`src/rtl/core/umlcd_pkg.sv`:
```
// Shared types, codes and constant tables for the USB-MIDI LED command decoder.
// No dependencies; used by every module in rtl/core.
package umlcd_pkg;

  // USB-MIDI code index numbers
  localparam logic [3:0] CIN_SYSEX    = 4'd4;
  localparam logic [3:0] CIN_END1     = 4'd5;
  localparam logic [3:0] CIN_END2     = 4'd6;
  localparam logic [3:0] CIN_END3     = 4'd7;
  localparam logic [3:0] CIN_NOTE_OFF = 4'd8;
  localparam logic [3:0] CIN_NOTE_ON  = 4'd9;
  localparam logic [3:0] CIN_CC       = 4'd11;

  localparam int HEAD_DEPTH  = 16;
  localparam int COUNT_W     = 7;
  localparam int QUEUE_DEPTH = 4;
  localparam int QPTR_W      = $clog2(QUEUE_DEPTH);

  // sysex message types and text commands
  localparam logic [7:0] MSG_TEXT    = 8'h14;
  localparam logic [7:0] MSG_LAYOUT  = 8'h22;
  localparam logic [7:0] MSG_CHAL    = 8'h40;
  localparam logic [7:0] CMD_STATE   = 8'h73; // 's'
  localparam logic [7:0] CMD_TEMPO   = 8'h54; // 'T'
  localparam logic [7:0] CH_PLAY     = 8'h50; // 'P'
  localparam logic [7:0] CH_REC      = 8'h52; // 'R'
  localparam logic [7:0] CH_SESS     = 8'h53; // 'S'
  localparam logic [7:0] CH_DOWN     = 8'h44; // 'D'
  localparam logic [7:0] CH_UP       = 8'h55; // 'U'
  localparam logic [7:0] DIGIT_ZERO  = 8'h30;

  // control change range for the device control column
  localparam logic [7:0] CTL_LOW  = 8'd104;
  localparam logic [7:0] CTL_HIGH = 8'd111;

  typedef enum logic [1:0] {
    KIND_NONE,
    KIND_NOTE,
    KIND_CC,
    KIND_SYSEX
  } pkt_kind_e;

  typedef struct packed {
    pkt_kind_e  kind;
    logic [1:0] sx_len;  // sysex bytes carried
    logic       sx_end;  // sysex terminating packet
    logic [7:0] b0;
    logic [7:0] b1;
    logic [7:0] b2;      // velocity already zeroed for note off
  } pkt_t;

  typedef struct packed {
    logic        led_write;
    logic [3:0]  led_column;
    logic [2:0]  led_row;
    logic [6:0]  color_index;
    logic [3:0]  lighting_type;
    logic        challenge_reply;
    logic [1:0]  layout;
    logic [15:0] tempo;
    logic [7:0]  sig_numerator;
    logic [7:0]  sig_denominator;
    logic [4:0]  transport_flags;
  } result_t;

  function automatic logic [7:0] hdr_byte(input logic [2:0] idx);
    case (idx)
      3'd0:    hdr_byte = 8'hF0;
      3'd1:    hdr_byte = 8'h00;
      3'd2:    hdr_byte = 8'h20;
      3'd3:    hdr_byte = 8'h29;
      3'd4:    hdr_byte = 8'h02;
      3'd5:    hdr_byte = 8'h18;
      default: hdr_byte = 8'h00;
    endcase
  endfunction

  // row of each device control number, offset from CTL_LOW
  function automatic logic [2:0] ctl_row(input logic [2:0] idx);
    case (idx)
      3'd0:    ctl_row = 3'd4;
      3'd1:    ctl_row = 3'd7;
      3'd2:    ctl_row = 3'd5;
      3'd3:    ctl_row = 3'd6;
      3'd4:    ctl_row = 3'd3;
      3'd5:    ctl_row = 3'd2;
      3'd6:    ctl_row = 3'd0;
      default: ctl_row = 3'd1;
    endcase
  endfunction

endpackage

```
`src/rtl/core/usb_midi_led_command_decoder.sv`:
```
// USB-MIDI LED command decoder, top level.
// Path from packet accept to result valid: front register, queue, back-end output
// register. Throughput: one packet per cycle while m_axis_tready does not stall the
// output, set by the combinational decode and message handling in the back end.
// Reset: asynchronous, active low; clears layout, sysex count, tempo,
// signature and flags at once. The sysex head capture is not cleared.
module usb_midi_led_command_decoder import umlcd_pkg::*; #(
  parameter int SYSEX_LIMIT = 64,
  parameter int MAX_LAYOUT  = 2
) (
  input  logic        clk_i,
  input  logic        rst_ni,
  input  logic        s_axis_tvalid,
  output logic        s_axis_tready,
  input  logic [23:0] s_axis_tdata,  // byte_zero[7:0], byte_one[15:8], byte_two[23:16]
  input  logic [3:0]  s_axis_tuser,  // code_index[3:0]
  output logic        m_axis_tvalid,
  input  logic        m_axis_tready,
  // led_column[3:0], led_row[6:4], color_index[13:7], lighting_type[17:14],
  // challenge_reply[18], layout[20:19], tempo[36:21], sig_numerator[44:37],
  // sig_denominator[52:45], transport_flags[57:53], zero fill above
  output logic [63:0] m_axis_tdata,
  output logic        m_axis_tuser   // led_write[0]
);

  logic    push, push_ready, pop_valid, pop;
  pkt_t    push_pkt, pop_pkt;
  result_t res;

  umlcd_front u_front (
    .clk_i        (clk_i),
    .rst_ni       (rst_ni),
    .in_valid_i   (s_axis_tvalid),
    .in_ready_o   (s_axis_tready),
    .code_index_i (s_axis_tuser),
    .byte_zero_i  (s_axis_tdata[7:0]),
    .byte_one_i   (s_axis_tdata[15:8]),
    .byte_two_i   (s_axis_tdata[23:16]),
    .push_o       (push),
    .push_ready_i (push_ready),
    .pkt_o        (push_pkt)
  );

  umlcd_queue u_queue (
    .clk_i        (clk_i),
    .rst_ni       (rst_ni),
    .push_i       (push),
    .push_ready_o (push_ready),
    .push_pkt_i   (push_pkt),
    .pop_valid_o  (pop_valid),
    .pop_i        (pop),
    .pop_pkt_o    (pop_pkt)
  );

  umlcd_back #(
    .SYSEX_LIMIT (SYSEX_LIMIT),
    .MAX_LAYOUT  (MAX_LAYOUT)
  ) u_back (
    .clk_i       (clk_i),
    .rst_ni      (rst_ni),
    .pkt_valid_i (pop_valid),
    .pkt_pop_o   (pop),
    .pkt_i       (pop_pkt),
    .res_valid_o (m_axis_tvalid),
    .res_ready_i (m_axis_tready),
    .res_o       (res)
  );

  assign m_axis_tuser = res.led_write;
  assign m_axis_tdata = {6'd0, res.transport_flags, res.sig_denominator,
                         res.sig_numerator, res.tempo, res.layout,
                         res.challenge_reply, res.lighting_type, res.color_index,
                         res.led_row, res.led_column};

endmodule

```
`src/rtl/core/umlcd_front.sv`:
```
// Front end: accepts event packets, classifies them and registers one word.
// Depends on umlcd_pkg.
module umlcd_front import umlcd_pkg::*; (
  input  logic       clk_i,
  input  logic       rst_ni,
  input  logic       in_valid_i,
  output logic       in_ready_o,
  input  logic [3:0] code_index_i,
  input  logic [7:0] byte_zero_i,
  input  logic [7:0] byte_one_i,
  input  logic [7:0] byte_two_i,
  output logic       push_o,
  input  logic       push_ready_i,
  output pkt_t       pkt_o
);

  logic valid_q, valid_d;
  pkt_t pkt_q, pkt_d;

  always_comb begin
    pkt_d.kind   = KIND_NONE;
    pkt_d.sx_len = 2'd0;
    pkt_d.sx_end = 1'b0;
    pkt_d.b0     = byte_zero_i;
    pkt_d.b1     = byte_one_i;
    pkt_d.b2     = byte_two_i;
    case (code_index_i)
      CIN_NOTE_OFF: begin
        pkt_d.kind = KIND_NOTE;
        pkt_d.b2   = 8'd0;
      end
      CIN_NOTE_ON: pkt_d.kind = KIND_NOTE;
      CIN_CC:      pkt_d.kind = KIND_CC;
      CIN_SYSEX: begin
        pkt_d.kind   = KIND_SYSEX;
        pkt_d.sx_len = 2'd3;
      end
      CIN_END1: begin
        pkt_d.kind   = KIND_SYSEX;
        pkt_d.sx_len = 2'd1;
        pkt_d.sx_end = 1'b1;
      end
      CIN_END2: begin
        pkt_d.kind   = KIND_SYSEX;
        pkt_d.sx_len = 2'd2;
        pkt_d.sx_end = 1'b1;
      end
      CIN_END3: begin
        pkt_d.kind   = KIND_SYSEX;
        pkt_d.sx_len = 2'd3;
        pkt_d.sx_end = 1'b1;
      end
      default: pkt_d.kind = KIND_NONE;
    endcase
  end

  assign in_ready_o = !valid_q || push_ready_i;
  assign push_o     = valid_q;
  assign pkt_o      = pkt_q;

  always_comb begin
    valid_d = valid_q;
    if (in_ready_o) begin
      valid_d = in_valid_i;
    end
  end

  always_ff @(posedge clk_i or negedge rst_ni) begin
    if (!rst_ni) begin
      valid_q <= 1'b0;
    end else begin
      valid_q <= valid_d;
    end
  end

  always_ff @(posedge clk_i) begin
    if (in_ready_o && in_valid_i) begin
      pkt_q <= pkt_d;
    end
  end

endmodule

```
`src/rtl/core/umlcd_queue.sv`:
```
// Short word queue between front and back end, first in first out.
// Depends on umlcd_pkg.
module umlcd_queue import umlcd_pkg::*; (
  input  logic clk_i,
  input  logic rst_ni,
  input  logic push_i,
  output logic push_ready_o,
  input  pkt_t push_pkt_i,
  output logic pop_valid_o,
  input  logic pop_i,
  output pkt_t pop_pkt_o
);

  pkt_t              mem_q [QUEUE_DEPTH];
  logic [QPTR_W-1:0] wr_ptr_q, wr_ptr_d;
  logic [QPTR_W-1:0] rd_ptr_q, rd_ptr_d;
  logic [QPTR_W:0]   fill_q, fill_d;
  logic              do_push, do_pop;

  assign push_ready_o = fill_q != (QPTR_W+1)'(QUEUE_DEPTH);
  assign pop_valid_o  = fill_q != '0;
  assign do_push      = push_i && push_ready_o;
  assign do_pop       = pop_i && pop_valid_o;
  assign pop_pkt_o    = mem_q[rd_ptr_q];

  always_comb begin
    wr_ptr_d = wr_ptr_q;
    rd_ptr_d = rd_ptr_q;
    fill_d   = fill_q;
    if (do_push) begin
      wr_ptr_d = wr_ptr_q + 1'b1;
    end
    if (do_pop) begin
      rd_ptr_d = rd_ptr_q + 1'b1;
    end
    if (do_push && !do_pop) begin
      fill_d = fill_q + 1'b1;
    end else if (do_pop && !do_push) begin
      fill_d = fill_q - 1'b1;
    end
  end

  always_ff @(posedge clk_i or negedge rst_ni) begin
    if (!rst_ni) begin
      wr_ptr_q <= '0;
      rd_ptr_q <= '0;
      fill_q   <= '0;
    end else begin
      wr_ptr_q <= wr_ptr_d;
      rd_ptr_q <= rd_ptr_d;
      fill_q   <= fill_d;
    end
  end

  always_ff @(posedge clk_i) begin
    if (do_push) begin
      mem_q[wr_ptr_q] <= push_pkt_i;
    end
  end

endmodule

```
`src/rtl/core/umlcd_back.sv`:
```
// Back end: note and control decode, sysex capture and message handling,
// device state and the output register. Depends on umlcd_pkg.
module umlcd_back import umlcd_pkg::*; #(
  parameter int SYSEX_LIMIT = 64,
  parameter int MAX_LAYOUT  = 2
) (
  input  logic    clk_i,
  input  logic    rst_ni,
  input  logic    pkt_valid_i,
  output logic    pkt_pop_o,
  input  pkt_t    pkt_i,
  output logic    res_valid_o,
  input  logic    res_ready_i,
  output result_t res_o
);

  localparam logic [COUNT_W-1:0] CountStop = COUNT_W'(SYSEX_LIMIT - 3);
  localparam logic [7:0]         LayoutTop = 8'(MAX_LAYOUT);

  logic [1:0]         layout_q, layout_d;
  logic [COUNT_W-1:0] count_q, count_d;
  logic [15:0]        tempo_q, tempo_d;
  logic [7:0]         num_q, num_d;
  logic [7:0]         den_q, den_d;
  logic [4:0]         flags_q, flags_d;
  logic [7:0]         head_q [HEAD_DEPTH];
  logic [7:0]         head_d [HEAD_DEPTH];
  logic               head_we;

  logic    out_valid_q, out_valid_d;
  result_t res_q, res_d;

  // note decode
  logic [15:0] note_prod;
  logic [4:0]  note_tens;
  logic [7:0]  note_unit;
  logic [7:0]  note_off36, note_off68, note_off107;
  // sysex
  logic               overflow;
  logic [COUNT_W-1:0] msg_len, msg_len_m1;
  logic [7:0]         mb [HEAD_DEPTH];
  logic               hdr_ok;
  logic [15:0]        tempo_calc;
  logic [7:0]         num_calc, den_calc;

  assign pkt_pop_o   = pkt_valid_i && (!out_valid_q || res_ready_i);
  assign res_valid_o = out_valid_q;
  assign res_o       = res_q;

  // divide by ten through the reciprocal 205/2048, exact for 8-bit notes
  assign note_prod   = {8'd0, pkt_i.b1} * 16'd205;
  assign note_tens   = note_prod[15:11];
  assign note_unit   = pkt_i.b1 - 8'({3'd0, note_tens} * 8'd10);
  assign note_off36  = pkt_i.b1 - 8'd36;
  assign note_off68  = pkt_i.b1 - 8'd68;
  assign note_off107 = 8'd107 - pkt_i.b1;

  assign overflow   = count_q >= CountStop;
  assign msg_len    = count_q + COUNT_W'(pkt_i.sx_len);
  assign msg_len_m1 = msg_len - 1'b1;

  // merge this word's bytes into the head capture
  always_comb begin
    for (int k = 0; k < HEAD_DEPTH; k++) begin
      head_d[k] = head_q[k];
      if (count_q == COUNT_W'(k)) begin
        head_d[k] = pkt_i.b0;
      end else if (pkt_i.sx_len >= 2'd2 && count_q + 1'b1 == COUNT_W'(k)) begin
        head_d[k] = pkt_i.b1;
      end else if (pkt_i.sx_len == 2'd3 && count_q + 2'd2 == COUNT_W'(k)) begin
        head_d[k] = pkt_i.b2;
      end
    end
  end

  // bytes at or past the terminator read as zero
  always_comb begin
    for (int k = 0; k < HEAD_DEPTH; k++) begin
      mb[k] = (COUNT_W'(k) < msg_len_m1) ? head_d[k] : 8'd0;
    end
    hdr_ok = 1'b1;
    for (int k = 0; k < 6; k++) begin
      if (head_d[k] != hdr_byte(3'(k))) begin
        hdr_ok = 1'b0;
      end
    end
  end

  assign tempo_calc = 16'(({8'd0, mb[8]} - 16'd48) * 16'd100)
                    + 16'(({8'd0, mb[9]} - 16'd48) * 16'd10)
                    + ({8'd0, mb[10]} - 16'd48);
  assign num_calc   = 8'((mb[11] - DIGIT_ZERO) * 8'd10) + (mb[12] - DIGIT_ZERO);
  assign den_calc   = 8'((mb[13] - DIGIT_ZERO) * 8'd10) + (mb[14] - DIGIT_ZERO);

  always_comb begin
    layout_d = layout_q;
    count_d  = count_q;
    tempo_d  = tempo_q;
    num_d    = num_q;
    den_d    = den_q;
    flags_d  = flags_q;
    head_we  = 1'b0;
    res_d    = '0;

    case (pkt_i.kind)
      KIND_NOTE: begin
        if (layout_q == 2'd1) begin
          if (pkt_i.b1 >= 8'd36 && pkt_i.b1 <= 8'd67) begin
            res_d.led_write  = 1'b1;
            res_d.led_column = {2'b00, pkt_i.b1[1:0]};
            res_d.led_row    = note_off36[4:2];
          end else if (pkt_i.b1 >= 8'd68 && pkt_i.b1 <= 8'd99) begin
            res_d.led_write  = 1'b1;
            res_d.led_column = {2'b01, pkt_i.b1[1:0]};
            res_d.led_row    = note_off68[4:2];
          end else if (pkt_i.b1 >= 8'd100 && pkt_i.b1 <= 8'd107) begin
            res_d.led_write  = 1'b1;
            res_d.led_column = 4'd8;
            res_d.led_row    = note_off107[2:0];
          end
        end else if (pkt_i.b1 >= 8'd11 && pkt_i.b1 <= 8'd89 && note_unit != 8'd0) begin
          res_d.led_write  = 1'b1;
          res_d.led_column = 4'(note_unit - 8'd1);
          res_d.led_row    = 3'(note_tens - 5'd1);
        end
        if (pkt_i.b2[7]) begin
          res_d.led_write = 1'b0;
        end
        if (res_d.led_write) begin
          res_d.color_index   = pkt_i.b2[6:0];
          res_d.lighting_type = (pkt_i.b0[3:0] <= 4'd2) ? pkt_i.b0[3:0] : 4'd0;
        end else begin
          res_d.led_column = 4'd0;
          res_d.led_row    = 3'd0;
        end
      end
      KIND_CC: begin
        if (pkt_i.b1 >= CTL_LOW && pkt_i.b1 <= CTL_HIGH && !pkt_i.b2[7]) begin
          res_d.led_write     = 1'b1;
          res_d.led_column    = 4'd9;
          res_d.led_row       = ctl_row(pkt_i.b1[2:0]);
          res_d.color_index   = pkt_i.b2[6:0];
          res_d.lighting_type = pkt_i.b0[3:0];
        end
      end
      KIND_SYSEX: begin
        if (overflow) begin
          count_d = '0;
        end else begin
          head_we = 1'b1;
          count_d = msg_len;
          if (pkt_i.sx_end) begin
            count_d = '0;
            if (msg_len >= COUNT_W'(8) && hdr_ok) begin
              case (head_d[6])
                MSG_LAYOUT: begin
                  if (head_d[7] <= LayoutTop) begin
                    layout_d = head_d[7][1:0];
                  end
                end
                MSG_CHAL: res_d.challenge_reply = 1'b1;
                MSG_TEXT: begin
                  if (mb[7] == CMD_STATE) begin
                    flags_d = {flags_q[4:3], mb[10] == CH_SESS, mb[9] == CH_REC,
                               mb[8] == CH_PLAY};
                  end else if (mb[7] == CMD_TEMPO) begin
                    tempo_d = tempo_calc;
                    num_d   = num_calc;
                    den_d   = den_calc;
                    flags_d = {mb[15] == CH_UP, mb[15] == CH_DOWN, flags_q[2:0]};
                  end
                end
                default: ;
              endcase
            end
          end
        end
      end
      default: ;
    endcase

    res_d.layout          = layout_d;
    res_d.tempo           = tempo_d;
    res_d.sig_numerator   = num_d;
    res_d.sig_denominator = den_d;
    res_d.transport_flags = flags_d;
  end

  always_comb begin
    out_valid_d = out_valid_q;
    if (pkt_pop_o) begin
      out_valid_d = 1'b1;
    end else if (res_ready_i) begin
      out_valid_d = 1'b0;
    end
  end

  always_ff @(posedge clk_i or negedge rst_ni) begin
    if (!rst_ni) begin
      layout_q    <= 2'd0;
      count_q     <= '0;
      tempo_q     <= 16'd0;
      num_q       <= 8'd0;
      den_q       <= 8'd0;
      flags_q     <= 5'd0;
      out_valid_q <= 1'b0;
    end else begin
      out_valid_q <= out_valid_d;
      if (pkt_pop_o) begin
        layout_q <= layout_d;
        count_q  <= count_d;
        tempo_q  <= tempo_d;
        num_q    <= num_d;
        den_q    <= den_d;
        flags_q  <= flags_d;
      end
    end
  end

  // head capture and result word carry no reset
  always_ff @(posedge clk_i) begin
    if (pkt_pop_o) begin
      res_q <= res_d;
      if (head_we) begin
        for (int k = 0; k < HEAD_DEPTH; k++) begin
          head_q[k] <= head_d[k];
        end
      end
    end
  end

endmodule

```
`config.mk`:
```
export PLATFORM = sky130hd
export DESIGN_NAME = usb_midi_led_command_decoder
export DESIGN_NICKNAME = d
export VERILOG_FILES = /design/src/rtl/core/umlcd_pkg.sv /design/src/rtl/core/usb_midi_led_command_decoder.sv /design/src/rtl/core/umlcd_front.sv /design/src/rtl/core/umlcd_queue.sv /design/src/rtl/core/umlcd_back.sv
export SDC_FILE = /design/constraint.sdc
export NUM_CORES = 1
export LEC_CHECK = 0
export BUFFER_PORTS_ARGS = -buffer_cell sky130_fd_sc_hd__buf_4
export CORE_UTILIZATION = 35
export DETAILED_ROUTE_END_ITERATION = 8
export HOLD_SLACK_MARGIN = 0.03
export PLACE_DENSITY = 0.5
export SLEW_MARGIN = 20
export SYNTH_ARGS = -nofsm -noshare
export SYNTH_HDL_FRONTEND = slang
export SYNTH_SLANG_ARGS = --single-unit
```
`constraint.sdc`:
```
create_clock -name clk_i -period 11.75 [get_ports clk_i]
set_input_delay 3.525 -clock clk_i [delete_from_list [all_inputs] [get_ports clk_i]]
set_output_delay 3.525 -clock clk_i [all_outputs]
set_load 0.01 [all_outputs]
```
==> run_results.csv <==
group,metric,value,unit
outcome,status,"complete, no violations",
clock_tree,clock_path_buffers,3,
drt,drt_iter0_markers,1833,
sta,fin_crit_sh,78.8,%
layout,drive_above_1_share,15.2,%
clock_tree,cts.clk_slew.worst_paths,0.06,ns
sta,relSlewSlack,26.2,%
placed_design,dp_slack,2.57,ns
clock_tree,cts_sinks,385,
sta,fin_worst_skew,0.0453,ns
min_path,worstHoldPathType,"flip-flop to flip-flop",
logic_synthesis,synth_area,0.0256,mm2
logic_synthesis,synth_seq_cells,385,
sta,fin_ws,2.49,ns
drt,antenna_left,0,
global_routing,antenna_found_initial,0,
critical_path,worstPathRequired,12.08,ns
sta,setup_viol,0,
critical_path,cp.arrival,9.59,ns
clock_tree,cts-resized-gates,0,
clock_tree,post-cts-setup-buffers,0,
flow_run,cap_viol_max_count,0,
sta,max_clock_freq,108,MHz
placed_design,port_buffers,92,
critical_path,max_stage_delay,0.79,ns
drt,drc,0,
drt,drt_wl_total,76.0,mm
sta,tightest_slew,1.08,ns
drt,via_per_inst,5.50,
sta,tns,0,ns
clock_tree,cts_tree,"done",
sta,period_needed,9.26,ns
global_routing,overflow,0,
floorplanning,dieArea,0.0743,mm2
drt,routedWlPerCell,22.3,um
logic_synthesis,async_reset_ff_share,14.3,%
logic_synthesis,synth_edf_count,330,
sta,finalHoldViolations,0,
clock_tree,numCtsBuffers,46,
logic_synthesis,syn_inst,2353,
clock_tree,htreeDepth,2,
floorplanning,rows,98,
floorplanning,start_util,35.6,%
global_routing,grt_max_degree,76,
floorplanning,core_area,0.0720,mm2
placed_design,place_area,0.0272,mm2
layout,syn2layout_area_growth,12.7,%
global_routing,grt_pass1_vias,18900,
drt,dr.pass1.iters,5,
floorplanning,die_h,273,um
logic_synthesis,synth_cell_type_count,96,
critical_path,startpoint_type,"flip-flop",
layout,nets,2683,
clock_tree,cts_root_buffer,"clkbuf_16",
critical_path,critical_path_class,"flip-flop to flip-flop",
drt,vias,18800,
critical_path,end_kind,"flip-flop",
sta,rsz0062_at_grt,"false",
logic_synthesis,postSynth.topFlopCell,"edfxtp_1",
placed_design,place_hpwl,52.0,mm
clock_tree,clock_latency,0.62,ns
critical_path,crit_fanout,18,
floorplanning,io_pins,99,
sta,finalMaxSlewViolations,0,
floorplanning,fp.dieW,273,um
critical_path,slowest_stage,"mux4_2",
placed_design,gp_congestion,0.920,
clock_tree,ctsHoldBuffers,0,
global_routing,track_usage,20.4,%
logic_synthesis,yosysWarnings,0,
logic_synthesis,syn_area_per_cell,10.9,um2
layout,n_fill_cell,6919,
global_routing,grt_pass1_wl,116,mm
layout,design_area,0.0289,mm2
logic_synthesis,yosysSeqAreaShare,44.1,%
-- metal layers --
metal / track usage (%) / wire length [um] / share of wire (%) / vias up
met5: 0 / 0 / 0 / -
met4: 6.90 / 2480 / 3.3 / 0
met3: 2.93 / 4930 / 6.5 / 153
met2: 33.4 / 35000 / 46 / 685
met1: 27.6 / 33600 / 44 / 9198
li1: - / - / - / 8716
-- metrics by stage --
stage               hold slack (ns)  util (%)  cells
floorplan                     0.450         -   2358
global route                  0.494      40.1   3411
global placement              0.462      37.9   3325
CTS                           0.485      40.1   3411
finish                        0.483      40.1   3412
detailed placement            0.471      37.9   3325
-- state kept, by name, indices dropped and copies added (netlist names), 7 cells and up --
name            cells
u_back.head_q     126
u_back.count_q      7
u_front.pkt_o      29
u_queue.mem_q     116
u_back.res_o       59
u_back.den_q        8
u_back.tempo_q     16
u_back.num_q        8
-- critical path, delay by kind of cell (launching register included) --
family	cells	cell delay, ns
DFF	1	0.76
buffers and inverters	4	0.23
and+or+nand+nor	7	1.70
AOI/OAI and AO/OA	5	1.10
muxes	2	1.06
adders and majority gates	8	3.06
xor gates and xnor gates	3	1.08
-- layout make-up --
cell class                 count  area, um2  area share (%)
antenna                        1       2.50         0.00867
timing repair buffer         143       1070            3.72
clock inverter                30        412            1.43
sequential                   385      11300            39.1
multi-input combinational   1662      13000            45.0
clock buffer                  56       1210            4.19
tap                          950       1190            4.12
inverter                     185        694            2.41
-- synth_stat cells, types with 16 or more instances --
cell,count,share of area (%)
a211oi_1,25,0.73
a21o_1,23,0.67
a21oi_1,114,2.2
a31oi_1,17,0.42
and2_1,27,0.66
buf_2,22,0.43
buf_6,16,0.70
clkbuf_1,66,0.97
dfrtp_1,55,5.4
edfxtp_1,330,39
fa_1,42,3.3
ha_1,186,9.1
inv_1,182,2.7
mux2_1,21,0.92
mux2_2,54,2.4
mux2_4,22,1.3
mux2i_1,108,4.2
mux4_2,20,1.8
nand2_1,186,2.7
nand2b_1,17,0.42
nand3_1,75,1.5
nand4_1,18,0.44
nor2_1,112,1.6
nor2b_1,36,0.88
nor3_1,29,0.57
o211ai_1,32,0.94
o21ai_0,168,3.3
o22ai_1,17,0.42
xnor2_1,53,1.8
xor2_1,31,1.1
-- cell usage in the layout (no fill, tap or decap), drive strengths merged, types with 56 or more instances in the layout --
master	instances
edfxtp	330
inv	188
nand2	187
ha	186
o21ai	180
buf	143
nor2	122
a21oi	115
mux2i	108
mux2	97
nand3	76
clkbuf	56
-- worst paths after layout --
kind	startpoint	end	slack, ns	cells after the start
max in group asynchronous	rst_ni	u_queue.rd_ptr_q[0]	8.00	2
min	u_back.flags_q[3]	u_back.flags_q[3]	0.48	1
min reg2reg	u_back.flags_q[3]	u_back.flags_q[3]	0.48	1
min in group asynchronous	rst_ni	u_back.layout_q[1]	2.74	1
max	u_queue.rd_ptr_q[0]	u_back.res_o[36]	2.49	29
max reg2reg	u_queue.rd_ptr_q[0]	u_back.res_o[36]	2.49	29
-- kinds of logic after synthesis --
family / count (synthesis) / synth area share, %
simple gates: 607 / 12.0
compound gates: 508 / 12.4
flops: 385 / 44.1
buf+inv: 311 / 5.35
fa+ha+maj: 228 / 12.4
mux: 225 / 10.6
xor+xnor: 88 / 3.20
other cells: 1 / 0.0146
Power is left out: the tool's default activity adds up to more than one toggle a clock period on the data nets, which glitch-free logic cannot reach.
